[config.mk]
export PLATFORM = sky130hd
export DESIGN_NAME = audio_silence_skip_and_fade_out_core
export DESIGN_NICKNAME = d
export VERILOG_FILES = /design/src/design/asfo_pkg.sv /design/src/design/audio_silence_skip_and_fade_out_core.sv /design/src/design/asfo_datapath.sv /design/src/design/asfo_ctrl.sv
export SDC_FILE = /design/constraint.sdc
export NUM_CORES = 2
export LEC_CHECK = 0
export BUFFER_PORTS_ARGS = -buffer_cell sky130_fd_sc_hd__buf_2
export CAP_MARGIN = 10
export CORE_MARGIN = 5
export CORE_UTILIZATION = 53
export CTS_CLUSTER_DIAMETER = 60
export DETAILED_ROUTE_END_ITERATION = 10
export GPL_TIMING_DRIVEN = 1
export PLACE_DENSITY = 0.83
export SYNTH_ARGS = -nofsm -noshare
export SYNTH_HDL_FRONTEND = slang
export SYNTH_HIERARCHICAL = 1
export SYNTH_SLANG_ARGS = --single-unit
[constraint.sdc]
create_clock -name aclk -period 8.2 [get_ports aclk]
set_input_delay 1.64 -clock aclk [delete_from_list [all_inputs] [get_ports aclk]]
set_output_delay 1.64 -clock aclk [all_outputs]
set_load 0.05 [all_outputs]
[src/design/asfo_pkg.sv]
// ----------------------------------------------------------------------------
// asfo_pkg
// Shared widths, register indexes, reset values and control types for the
// silence skip and fade-out core.
// ----------------------------------------------------------------------------
package asfo_pkg;

    localparam int SAMPLE_W  = 16;
    localparam int PLAY_W    = 31;
    localparam int FADE_W    = 24;
    localparam int SILENCE_W = 24;
    localparam int POS_W     = 32;
    localparam int CFG_IDX_W = 3;
    localparam int CFG_DATA_W = 31;
    localparam int PROD_W    = SAMPLE_W + FADE_W;

    // one quotient bit per divider step
    localparam int DIV_STEPS = SAMPLE_W;
    localparam int DIV_CNT_W = $clog2(DIV_STEPS);

    // register indexes
    localparam logic [CFG_IDX_W-1:0] CFG_FINITE  = 3'd0;
    localparam logic [CFG_IDX_W-1:0] CFG_SKIP    = 3'd1;
    localparam logic [CFG_IDX_W-1:0] CFG_PLAY    = 3'd2;
    localparam logic [CFG_IDX_W-1:0] CFG_FADE    = 3'd3;
    localparam logic [CFG_IDX_W-1:0] CFG_SILENCE = 3'd4;

    // register reset values
    localparam logic                 FINITE_RST  = 1'b1;
    localparam logic                 SKIP_RST    = 1'b0;
    localparam logic [PLAY_W-1:0]    PLAY_RST    = '0;
    localparam logic [FADE_W-1:0]    FADE_RST    = '0;
    localparam logic [SILENCE_W-1:0] SILENCE_RST = 24'd1323000;

    // run phase codes
    localparam logic [1:0] PH_SKIP = 2'd0;
    localparam logic [1:0] PH_PLAY = 2'd1;
    localparam logic [1:0] PH_DONE = 2'd2;

    // outcome of evaluating one request
    typedef enum logic [1:0] {
        ACT_DROP,
        ACT_PASS,
        ACT_FADE,
        ACT_TIMEOUT
    } act_t;

    typedef struct packed {
        logic load;
        logic eval;
        logic mul;
        logic div_step;
        logic store;
        logic out_load;
        logic chan;
    } ctl_cmd_t;

    typedef struct packed {
        act_t act;
    } ctl_stat_t;

endpackage

[src/design/audio_silence_skip_and_fade_out_core.sv]
// ----------------------------------------------------------------------------
// audio_silence_skip_and_fade_out_core
// Stereo frame stage that trims leading silence, limits play length and
// applies a linear fade-out with truncating division.
//
//   channel  | ports                               | handshake
//   ---------+-------------------------------------+-----------------
//   input    | s_cmd, s_in_left, s_in_right        | s_valid/s_ready
//   result   | m_out_left, m_out_right, m_status   | m_valid/m_ready
//   config   | cfg_index, cfg_wdata                | cfg_we
//
// A dropped request or rewind ends at evaluation, a full-level frame or timeout
// goes to the output register, a faded frame first runs the 16-step restoring
// divider once for each channel. One request is in work at a time; the next is
// accepted while the previous result waits in the output register.
// Reset is synchronous, active low, and restores the configuration, the run
// state and the handshake registers; payload registers are loaded before use.
// A stall on m_ready holds a finished result in the sequencer until the
// output register frees up.
// ----------------------------------------------------------------------------
module audio_silence_skip_and_fade_out_core import asfo_pkg::*; (
    input  logic                       aclk,
    input  logic                       aresetn,
    input  logic                       cfg_we,
    input  logic [CFG_IDX_W-1:0]       cfg_index,
    input  logic [CFG_DATA_W-1:0]      cfg_wdata,
    input  logic                       s_valid,
    output logic                       s_ready,
    input  logic                       s_cmd,
    input  logic signed [SAMPLE_W-1:0] s_in_left,
    input  logic signed [SAMPLE_W-1:0] s_in_right,
    output logic                       m_valid,
    input  logic                       m_ready,
    output logic signed [SAMPLE_W-1:0] m_out_left,
    output logic signed [SAMPLE_W-1:0] m_out_right,
    output logic                       m_status
);

    ctl_cmd_t  ctl;
    ctl_stat_t stat;

    asfo_ctrl u_ctrl (
        .aclk    (aclk),
        .aresetn (aresetn),
        .s_valid (s_valid),
        .s_ready (s_ready),
        .m_valid (m_valid),
        .m_ready (m_ready),
        .stat    (stat),
        .ctl     (ctl)
    );

    asfo_datapath u_datapath (
        .aclk        (aclk),
        .aresetn     (aresetn),
        .cfg_we      (cfg_we),
        .cfg_index   (cfg_index),
        .cfg_wdata   (cfg_wdata),
        .s_cmd       (s_cmd),
        .s_in_left   (s_in_left),
        .s_in_right  (s_in_right),
        .ctl         (ctl),
        .stat        (stat),
        .m_out_left  (m_out_left),
        .m_out_right (m_out_right),
        .m_status    (m_status)
    );

endmodule

[src/design/asfo_datapath.sv]
// ----------------------------------------------------------------------------
// asfo_datapath
// Configuration registers, run state, fade multiplier, shared restoring
// divider and result registers.
// ----------------------------------------------------------------------------
module asfo_datapath import asfo_pkg::*; (
    input  logic                       aclk,
    input  logic                       aresetn,
    input  logic                       cfg_we,
    input  logic [CFG_IDX_W-1:0]       cfg_index,
    input  logic [CFG_DATA_W-1:0]      cfg_wdata,
    input  logic                       s_cmd,
    input  logic signed [SAMPLE_W-1:0] s_in_left,
    input  logic signed [SAMPLE_W-1:0] s_in_right,
    input  ctl_cmd_t                   ctl,
    output ctl_stat_t                  stat,
    output logic signed [SAMPLE_W-1:0] m_out_left,
    output logic signed [SAMPLE_W-1:0] m_out_right,
    output logic                       m_status
);

    logic                 finite_reg;
    logic                 skip_reg;
    logic [PLAY_W-1:0]    play_reg;
    logic [FADE_W-1:0]    fade_reg;
    logic [SILENCE_W-1:0] limit_reg;

    logic [1:0]           phase_reg, phase_next;
    logic [SILENCE_W-1:0] silent_reg, silent_next;
    logic [POS_W-1:0]     pos_reg, pos_next;

    logic                 cmd_reg;
    logic [SAMPLE_W-1:0]  left_reg, right_reg;
    logic [FADE_W-1:0]    cur_reg;
    logic [FADE_W-1:0]    rem_reg;
    logic [SAMPLE_W-1:0]  dq_reg;
    logic                 neg_reg;
    logic [SAMPLE_W-1:0]  res_left_reg, res_right_reg;
    logic                 res_status_reg;
    logic [SAMPLE_W-1:0]  out_left_reg, out_right_reg;
    logic                 out_status_reg;

    logic                 skipping, zero_frame, play_go;
    logic [SILENCE_W-1:0] silent_inc;
    logic [POS_W-1:0]     total;
    logic [FADE_W-1:0]    cur_next;
    act_t                 act;

    logic [SAMPLE_W-1:0]  sel_sample, sel_mag;
    logic [PROD_W-1:0]    prod;
    logic [FADE_W:0]      trial, trial_diff;
    logic                 trial_ge;
    logic [SAMPLE_W-1:0]  quot;

    // ------------------------------------------------------------ evaluation
    assign total      = POS_W'({1'b0, play_reg}) + POS_W'(fade_reg);
    assign cur_next   = total[FADE_W-1:0] - pos_reg[FADE_W-1:0];
    assign skipping   = (phase_reg == PH_SKIP) && skip_reg;
    assign zero_frame = (left_reg == '0) && (right_reg == '0);
    assign silent_inc = silent_reg + SILENCE_W'(1);

    always_comb begin
        act         = ACT_DROP;
        phase_next  = phase_reg;
        silent_next = silent_reg;
        pos_next    = pos_reg;
        play_go     = 1'b0;
        if (cmd_reg) begin
            // rewind
            phase_next  = PH_SKIP;
            silent_next = '0;
            pos_next    = '0;
        end else if ((phase_reg == PH_SKIP) || (phase_reg == PH_PLAY)) begin
            play_go = 1'b1;
            if (skipping) begin
                priority if (silent_reg >= limit_reg) begin
                    act        = ACT_TIMEOUT;
                    phase_next = PH_DONE;
                    play_go    = 1'b0;
                end else if (zero_frame) begin
                    silent_next = silent_inc;
                    play_go     = 1'b0;
                    if (silent_inc >= limit_reg) begin
                        act        = ACT_TIMEOUT;
                        phase_next = PH_DONE;
                    end
                end else begin
                    phase_next = PH_PLAY;
                end
            end
            if (play_go && !(finite_reg && (pos_reg >= total))) begin
                if (pos_reg != '1) begin
                    pos_next = pos_reg + POS_W'(1);
                end
                act = (finite_reg && (pos_reg > POS_W'({1'b0, play_reg}))) ?
                      ACT_FADE : ACT_PASS;
            end
        end
    end

    assign stat.act = act;

    // ------------------------------------------------------- multiply/divide
    assign sel_sample = ctl.chan ? right_reg : left_reg;
    assign sel_mag    = sel_sample[SAMPLE_W-1] ? (~sel_sample + SAMPLE_W'(1)) : sel_sample;
    assign prod       = PROD_W'(sel_mag) * PROD_W'(cur_reg);

    assign trial      = {rem_reg, dq_reg[SAMPLE_W-1]};
    assign trial_ge   = trial >= {1'b0, fade_reg};
    assign trial_diff = trial - {1'b0, fade_reg};
    assign quot       = neg_reg ? (~dq_reg + SAMPLE_W'(1)) : dq_reg;

    // ---------------------------------------------------------- control state
    always_ff @(posedge aclk) begin
        if (!aresetn) begin
            finite_reg <= FINITE_RST;
            skip_reg   <= SKIP_RST;
            play_reg   <= PLAY_RST;
            fade_reg   <= FADE_RST;
            limit_reg  <= SILENCE_RST;
            phase_reg  <= PH_SKIP;
            silent_reg <= '0;
            pos_reg    <= '0;
        end else begin
            if (cfg_we) begin
                unique case (cfg_index)
                    CFG_FINITE:  finite_reg <= cfg_wdata[0];
                    CFG_SKIP:    skip_reg   <= cfg_wdata[0];
                    CFG_PLAY:    play_reg   <= cfg_wdata[PLAY_W-1:0];
                    CFG_FADE:    fade_reg   <= cfg_wdata[FADE_W-1:0];
                    CFG_SILENCE: limit_reg  <= cfg_wdata[SILENCE_W-1:0];
                    default: ;
                endcase
            end
            if (ctl.eval) begin
                phase_reg  <= phase_next;
                silent_reg <= silent_next;
                pos_reg    <= pos_next;
            end
        end
    end

    // --------------------------------------------------------------- payload
    always_ff @(posedge aclk) begin
        if (ctl.load) begin
            cmd_reg   <= s_cmd;
            left_reg  <= s_in_left;
            right_reg <= s_in_right;
        end
        if (ctl.eval) begin
            cur_reg <= cur_next;
            unique case (act)
                ACT_TIMEOUT: begin
                    res_left_reg   <= '0;
                    res_right_reg  <= '0;
                    res_status_reg <= 1'b1;
                end
                ACT_PASS: begin
                    res_left_reg   <= left_reg;
                    res_right_reg  <= right_reg;
                    res_status_reg <= 1'b0;
                end
                ACT_FADE: res_status_reg <= 1'b0;
                default: ;
            endcase
        end
        if (ctl.mul) begin
            // upper product bits seed the remainder, always below the divisor
            rem_reg <= prod[PROD_W-1:SAMPLE_W];
            dq_reg  <= prod[SAMPLE_W-1:0];
            neg_reg <= sel_sample[SAMPLE_W-1];
        end
        if (ctl.div_step) begin
            rem_reg <= trial_ge ? trial_diff[FADE_W-1:0] : trial[FADE_W-1:0];
            dq_reg  <= {dq_reg[SAMPLE_W-2:0], trial_ge};
        end
        if (ctl.store) begin
            if (ctl.chan) begin
                res_right_reg <= quot;
            end else begin
                res_left_reg <= quot;
            end
        end
        if (ctl.out_load) begin
            out_left_reg   <= res_left_reg;
            out_right_reg  <= res_right_reg;
            out_status_reg <= res_status_reg;
        end
    end

    assign m_out_left  = out_left_reg;
    assign m_out_right = out_right_reg;
    assign m_status    = out_status_reg;

    a_rem_below_divisor: assert property (@(posedge aclk) disable iff (!aresetn)
        ctl.div_step |-> (rem_reg < fade_reg))
        else $error("divider remainder not below fade length");

endmodule

[src/design/asfo_ctrl.sv]
// ----------------------------------------------------------------------------
// asfo_ctrl
// Sequencer: takes a request, evaluates it, runs the fade divider once per
// channel for a faded frame and hands any result to the output register.
// ----------------------------------------------------------------------------
module asfo_ctrl import asfo_pkg::*; (
    input  logic      aclk,
    input  logic      aresetn,
    input  logic      s_valid,
    output logic      s_ready,
    output logic      m_valid,
    input  logic      m_ready,
    input  ctl_stat_t stat,
    output ctl_cmd_t  ctl
);

    typedef enum logic [2:0] {
        S_IDLE,
        S_EVAL,
        S_MUL,
        S_DIV,
        S_STORE,
        S_FINISH
    } state_t;

    localparam logic [DIV_CNT_W-1:0] DIV_LAST = DIV_CNT_W'(DIV_STEPS - 1);

    state_t               state_reg, state_next;
    logic [DIV_CNT_W-1:0] cnt_reg, cnt_next;
    logic                 chan_reg, chan_next;
    logic                 m_valid_reg, m_valid_next;
    logic                 slot_free;

    assign slot_free = !m_valid_reg || m_ready;

    always_comb begin
        state_next = state_reg;
        cnt_next   = cnt_reg;
        chan_next  = chan_reg;
        ctl        = '0;
        ctl.chan   = chan_reg;
        unique case (state_reg)
            S_IDLE: begin
                if (s_valid) begin
                    ctl.load   = 1'b1;
                    state_next = S_EVAL;
                end
            end
            S_EVAL: begin
                ctl.eval = 1'b1;
                unique case (stat.act)
                    ACT_DROP: state_next = S_IDLE;
                    ACT_FADE: begin
                        chan_next  = 1'b0;
                        state_next = S_MUL;
                    end
                    default: state_next = S_FINISH;
                endcase
            end
            S_MUL: begin
                ctl.mul    = 1'b1;
                cnt_next   = '0;
                state_next = S_DIV;
            end
            S_DIV: begin
                ctl.div_step = 1'b1;
                cnt_next     = cnt_reg + DIV_CNT_W'(1);
                if (cnt_reg == DIV_LAST) begin
                    state_next = S_STORE;
                end
            end
            S_STORE: begin
                ctl.store = 1'b1;
                if (chan_reg) begin
                    state_next = S_FINISH;
                end else begin
                    chan_next  = 1'b1;
                    state_next = S_MUL;
                end
            end
            S_FINISH: begin
                // hold the result until the output register frees up
                if (slot_free) begin
                    ctl.out_load = 1'b1;
                    state_next   = S_IDLE;
                end
            end
            default: state_next = S_IDLE;
        endcase
    end

    always_comb begin
        m_valid_next = m_valid_reg;
        if (ctl.out_load) begin
            m_valid_next = 1'b1;
        end else if (m_ready) begin
            m_valid_next = 1'b0;
        end
    end

    always_ff @(posedge aclk) begin
        if (!aresetn) begin
            state_reg   <= S_IDLE;
            cnt_reg     <= '0;
            chan_reg    <= 1'b0;
            m_valid_reg <= 1'b0;
        end else begin
            state_reg   <= state_next;
            cnt_reg     <= cnt_next;
            chan_reg    <= chan_next;
            m_valid_reg <= m_valid_next;
        end
    end

    assign s_ready = (state_reg == S_IDLE);
    assign m_valid = m_valid_reg;

    a_no_overwrite: assert property (@(posedge aclk) disable iff (!aresetn)
        ctl.out_load |-> (!m_valid_reg || m_ready))
        else $error("result overwritten before it was taken");

    a_accept_evals: assert property (@(posedge aclk) disable iff (!aresetn)
        (s_valid && s_ready) |=> (state_reg == S_EVAL))
        else $error("accepted request not evaluated next");

    a_div_ends: assert property (@(posedge aclk) disable iff (!aresetn)
        (state_reg == S_DIV && cnt_reg == DIV_LAST) |=> (state_reg == S_STORE))
        else $error("divider ran past its last step");

endmodule

[Word level (Yosys, flattened, before mapping)]
Cells that the tools add are included.
Storage, ports and cells
  register bits after elaboration: 312
  input port bits: 72
  output and inout port bits: 35
  word-level logic and storage cells: 163
Cells by class
  add/subtract/negate cells: 8
  $mul: 1
  order comparisons: 5
  eq/ne operators: 21
  muxes and demuxes: 64
  bitwise gates (word level): 2
  reductions and logical operators: 37
Operators with widths (number)
  $mux 24: 8
  $mux 16: 11
  $mux 32: 4
  $pmux 16 s2: 2
  $ge 24x24->1: 2
  $sub 24x24->24: 2
  $mul 16x24->40: 1
  $add 16x1->16 const B: 2
  $add 31x24->32: 1
  $add 32x1->32 const B: 1
  $ge 32x32->1: 1
  $gt 32x31->1: 1
  $logic_not 16->1: 2
  $ne 32x32->1 const B: 1
  $not 16->16: 2
  $mux 2: 14
  $ge 25x24->1: 1
  $add 24x1->24 const B: 1
  $reduce_bool 2->1: 10
  $pmux 3 s6: 1
  $mux 1: 16
  $reduce_and 2->1: 7
  $eq 3x2->1 const B: 4
  $mux 3: 4
  21 further kinds: 39

[Logic depth before layout (Yosys ltp)]
  depth after elaboration: 16
  gate-level depth with buffers: 33
  gate-level depth less buffers: 30

[By module]
Netlist, hierarchy kept.
Modules (own cells, without submodules)
  asfo_datapath: times used 1, cells each 3578, area each 31661.6 µm², sequential area each 7387.1 µm²
  asfo_ctrl: times used 1, cells each 66, area each 536.8 µm², sequential area each 180.2 µm²

[Worst setup path before layout]
No wires, ideal clock.
  path type: register to register
  from: reg u_ctrl.chan_reg
  to: reg u_datapath.rem_reg[14] (data pin)
  setup time: 276 ps
  arrival time: 7877 ps
  required time: 7924 ps
  setup slack: 47 ps
  cell stages (with the launch flop): 33
  buffers on the path: 4
  clock period less this slack: 8153 ps
  cell sequence: dfxtp_1 > buf_4 > buf_2 > mux2_2 > inv_2 > ha_1 > nand3_1 > o31ai_1 > o21ai_1 > o21ai_1 > xor2_1 > buf_2 > nand2_1 > fa_1 > fa_1 > inv_1 > fa_1 > fa_1 > fa_1 > inv_1 > fa_1 > inv_1 > ha_1 > clkbuf_1 > a21o_1 > a311o_1 > a21oi_1 > o21a_1 > a211oi_1 > o41ai_1 > o21ai_0 > xnor2_1 > mux2i_1
On the way
  word-level cells in the longest chain between the ends: 7
RTL lines
  from (decl): line asfo_ctrl.sv:30  | logic chan_reg, chan_next;
  from (signal assigned): line asfo_ctrl.sv:110  | chan_reg <= chan_next;
  $mux 16 (*): line asfo_datapath.sv:104  | assign sel_sample = ctl.chan ? right_reg : left_reg;
  $not 16->16: line asfo_datapath.sv:105  | assign sel_mag = sel_sample[SAMPLE_W-1] ? (~sel_sample + SAMPLE_W'(1)) : sel_sample;
  $add 16x1->16: line asfo_datapath.sv:105
  $mux 16 (*): line asfo_datapath.sv:105
  $mul 16x24->40 (*): line asfo_datapath.sv:106  | assign prod = PROD_W'(sel_mag) * PROD_W'(cur_reg);
  $mux 24 (*): line asfo_datapath.sv:167  | if (ctl.mul) begin
  $mux 24 (*): line asfo_datapath.sv:173  | if (ctl.div_step) begin
  to (signal assigned): line asfo_datapath.sv:169  | rem_reg <= prod[PROD_W-1:SAMPLE_W];
  to (signal assigned): line asfo_datapath.sv:174  | rem_reg <= trial_ge ? trial_diff[FADE_W-1:0] : trial[FADE_W-1:0];
  to (decl): line asfo_datapath.sv:35  | logic [FADE_W-1:0] rem_reg;
Mark *: on every way between the ends. The rest lies on a longest branch, timed or not. The select of a mux whose other input is x is not followed.
A chain may end at the register's enable or synchronous reset.

[Worst setup path in the final report]
  from: reg u_ctrl.chan_reg
  to: reg u_datapath.rem_reg[22] (data pin)
Same word-level chain as after synthesis.

==> metrics.yaml <==
ys_types: 98
drive_above_1_share_pct: 9.23
grt_pass1_wl_mm: 138
grt_pass1_vias: 26400
skew_ps: 31.1
synth_top_area_share_pct: 19.2
synth_nets: 4326
worst_path_most_repeated_cell: "fa_1"
synth_area_um2: 32200
antenna_found_initial: 0
vias: 26600
largest_reg_flops: 32
start_kind: "flop"
cts_buffers: 37
remaining_drc_errors: 0
drtIter0Drc: 2128
status: "completed"
required_ps: 8440
cts_tree: "done"
drv_slew: 0
htree_levels: 2
syn_avg_cell_area_um2: 8.84
dieWidth_um: 256
layout.nets: 4403
clockBufferDepth: 3
period_needed_ps: 7990
synth_top_cell_by_area: "fa_1"
critPathArrivalTime_ps: 8230
wl_per_cell_um: 18.9
die_area_um2: 65800
gp_congestion: 0.947
fmax_ghz: 0.125
setup_viol: 0
crit_type: "flop to flop"
grt_usage_pct: 25.3
cpMaxStageDelayCell: "fa_1"
clkTransAtPathRegs_ps: 60
rsz0062_at_grt: "yes"
fin_crit_sh_pct: 97.4
async_reset_ff_share_pct: 0
slew_headroom_pct: 20.2
yosysMostFrequentCell: "nand2_1"
dr.pass1.iters: 6
diodes: 0
ys_ff_latch: 312
synthesis.yosys.warnings: 6
synth_edf_count: 132
ys_top_cells_by_count: "544 x nand2_1, 532 x inv_1, 309 x fa_1"
syn_to_final_growth_pct: 9.93
gr-total-overflow: 0
rows: 90
via_per_inst: 5.87
portBuffers: 106
io-pin-count: 107
worstPathMaxFanout: 11
initial_core_util_pct: 53.4
cts_sinks: 312
synthFlopType: "dfxtp_1"
ys_top_cells_by_area: "fa_1 19%, edfxtp_1 12%, ha_1 12%, dfxtp_1 11%, nand2_1 6.3%"
cts_root_buf: "clkbuf_16"
ctsHoldBuffers: 0
yosysSeqAreaShare_pct: 23.5
clk_latency_ps: 560
grt_start_max_net_pins: 115
dp_hpwl_mm: 65.2
ant_nets: 0
routed_wl_mm: 85.6
core-area_um2: 60200
tightest_slew_ps: 1200
hold_violations: 0
worstSetupEndpointType: "flop"
final_util_pct: 58.8
die-height_um: 256
hold_path.class: "flop to flop"
netlist_instances: 3644
slowest_delay_ps: 570
max_cap_viol_count: 0
[critical path, delay by kind of cell, from the launching register on]
| kind | cells | cell delay, ps |
|---|---|---|
| XOR/XNOR | 1 | 180 |
| multiplexers | 2 | 520 |
| AND/OR/NAND/NOR | 6 | 1030 |
| adder cells (fa/ha/maj) | 8 | 3640 |
| flip-flops | 1 | 370 |
| buffers and inverters | 6 | 690 |
| AO/OA/AOI/OAI | 7 | 1210 |
[routing by layer]
| metal | vias up | wire, um | global-route usage [%] |
|---|---|---|---|
| li1 | 12300 | - | - |
| met1 | 13000 | 34800 | 33.4 |
| met2 | 1068 | 41300 | 42.6 |
| met3 | 222 | 6330 | 4.07 |
| met4 | 0 | 3260 | 8.60 |
| met5 | - | 0 | 0 |
[layout make-up]
type | count | area [um2]
clock buffers | 49 | 1030
flip-flops and latches | 312 | 7570
fillers | 4963 | 24800
clock inverters | 18 | 176
multi-input cells | 2650 | 22400
repair buffers | 186 | 1240
inverters | 534 | 2000
well taps | 782 | 978
[worst paths after layout]
| path | startpoint | endpoint | slack [ps] | cells past startpoint |
|---|---|---|---|---|
| max | u_ctrl/chan_reg$_SDFFE_PN0P_ | u_datapath/rem_reg[22]$_DFFE_PP_ | 210 | 30 |
| min | u_datapath/res_left_reg[8]$_DFF_P_ | u_datapath/m_out_left[8]$_DFFE_PP_ | 430 | 0 |
| max reg2reg | u_ctrl/chan_reg$_SDFFE_PN0P_ | u_datapath/rem_reg[22]$_DFFE_PP_ | 210 | 30 |
| min reg2reg | u_datapath/res_left_reg[8]$_DFF_P_ | u_datapath/m_out_left[8]$_DFFE_PP_ | 430 | 0 |
[stage by stage]
step / TNS [ps] / instance area (um2) / setup WS [ps] / hold slack, ps / cells
final: 0 / 35400 / 210 / 429 / 4531
after CTS: 0 / 35000 / 28.2 / 429 / 4519
after detailed placement: -399 / 33700 / -106 / 415 / 4452
after global routing: -221 / 35400 / -114 / 435 / 4531
after floorplan: 0 / 32200 / 47.1 / 400 / 3644
after global placement: 0 / 33700 / 53.2 / 409 / 4452
[placed cells by master, fill, tap and decap left out, types with 89 or more instances in the layout]
cell type  count
nand2_1      542
inv_1        531
fa_1         307
ha_1         295
dfxtp_1      179
and2_1       154
a21oi_1      149
edfxtp_1     132
nor2_1       115
buf_2        108
o21ai_0      106
xnor2_1       89
[cells by family after synthesis]
logic type,share of synthesized area (%)
compound gates,13.6
mux,2.21
flops,23.5
simple gates,17.6
xor+xnor,3.97
buf+inv,8.20
fa+ha+maj,30.9
[timing repair]
item	in CTS	in global routing
cloned	0	2
buffers inserted	0	9
setup endpoints to repair	7	20
gates resized for setup	4	62
pin swaps	1	31
Power is not shown: default switching activity piles up to over one toggle a cycle in this logic, so the estimate is an artifact.
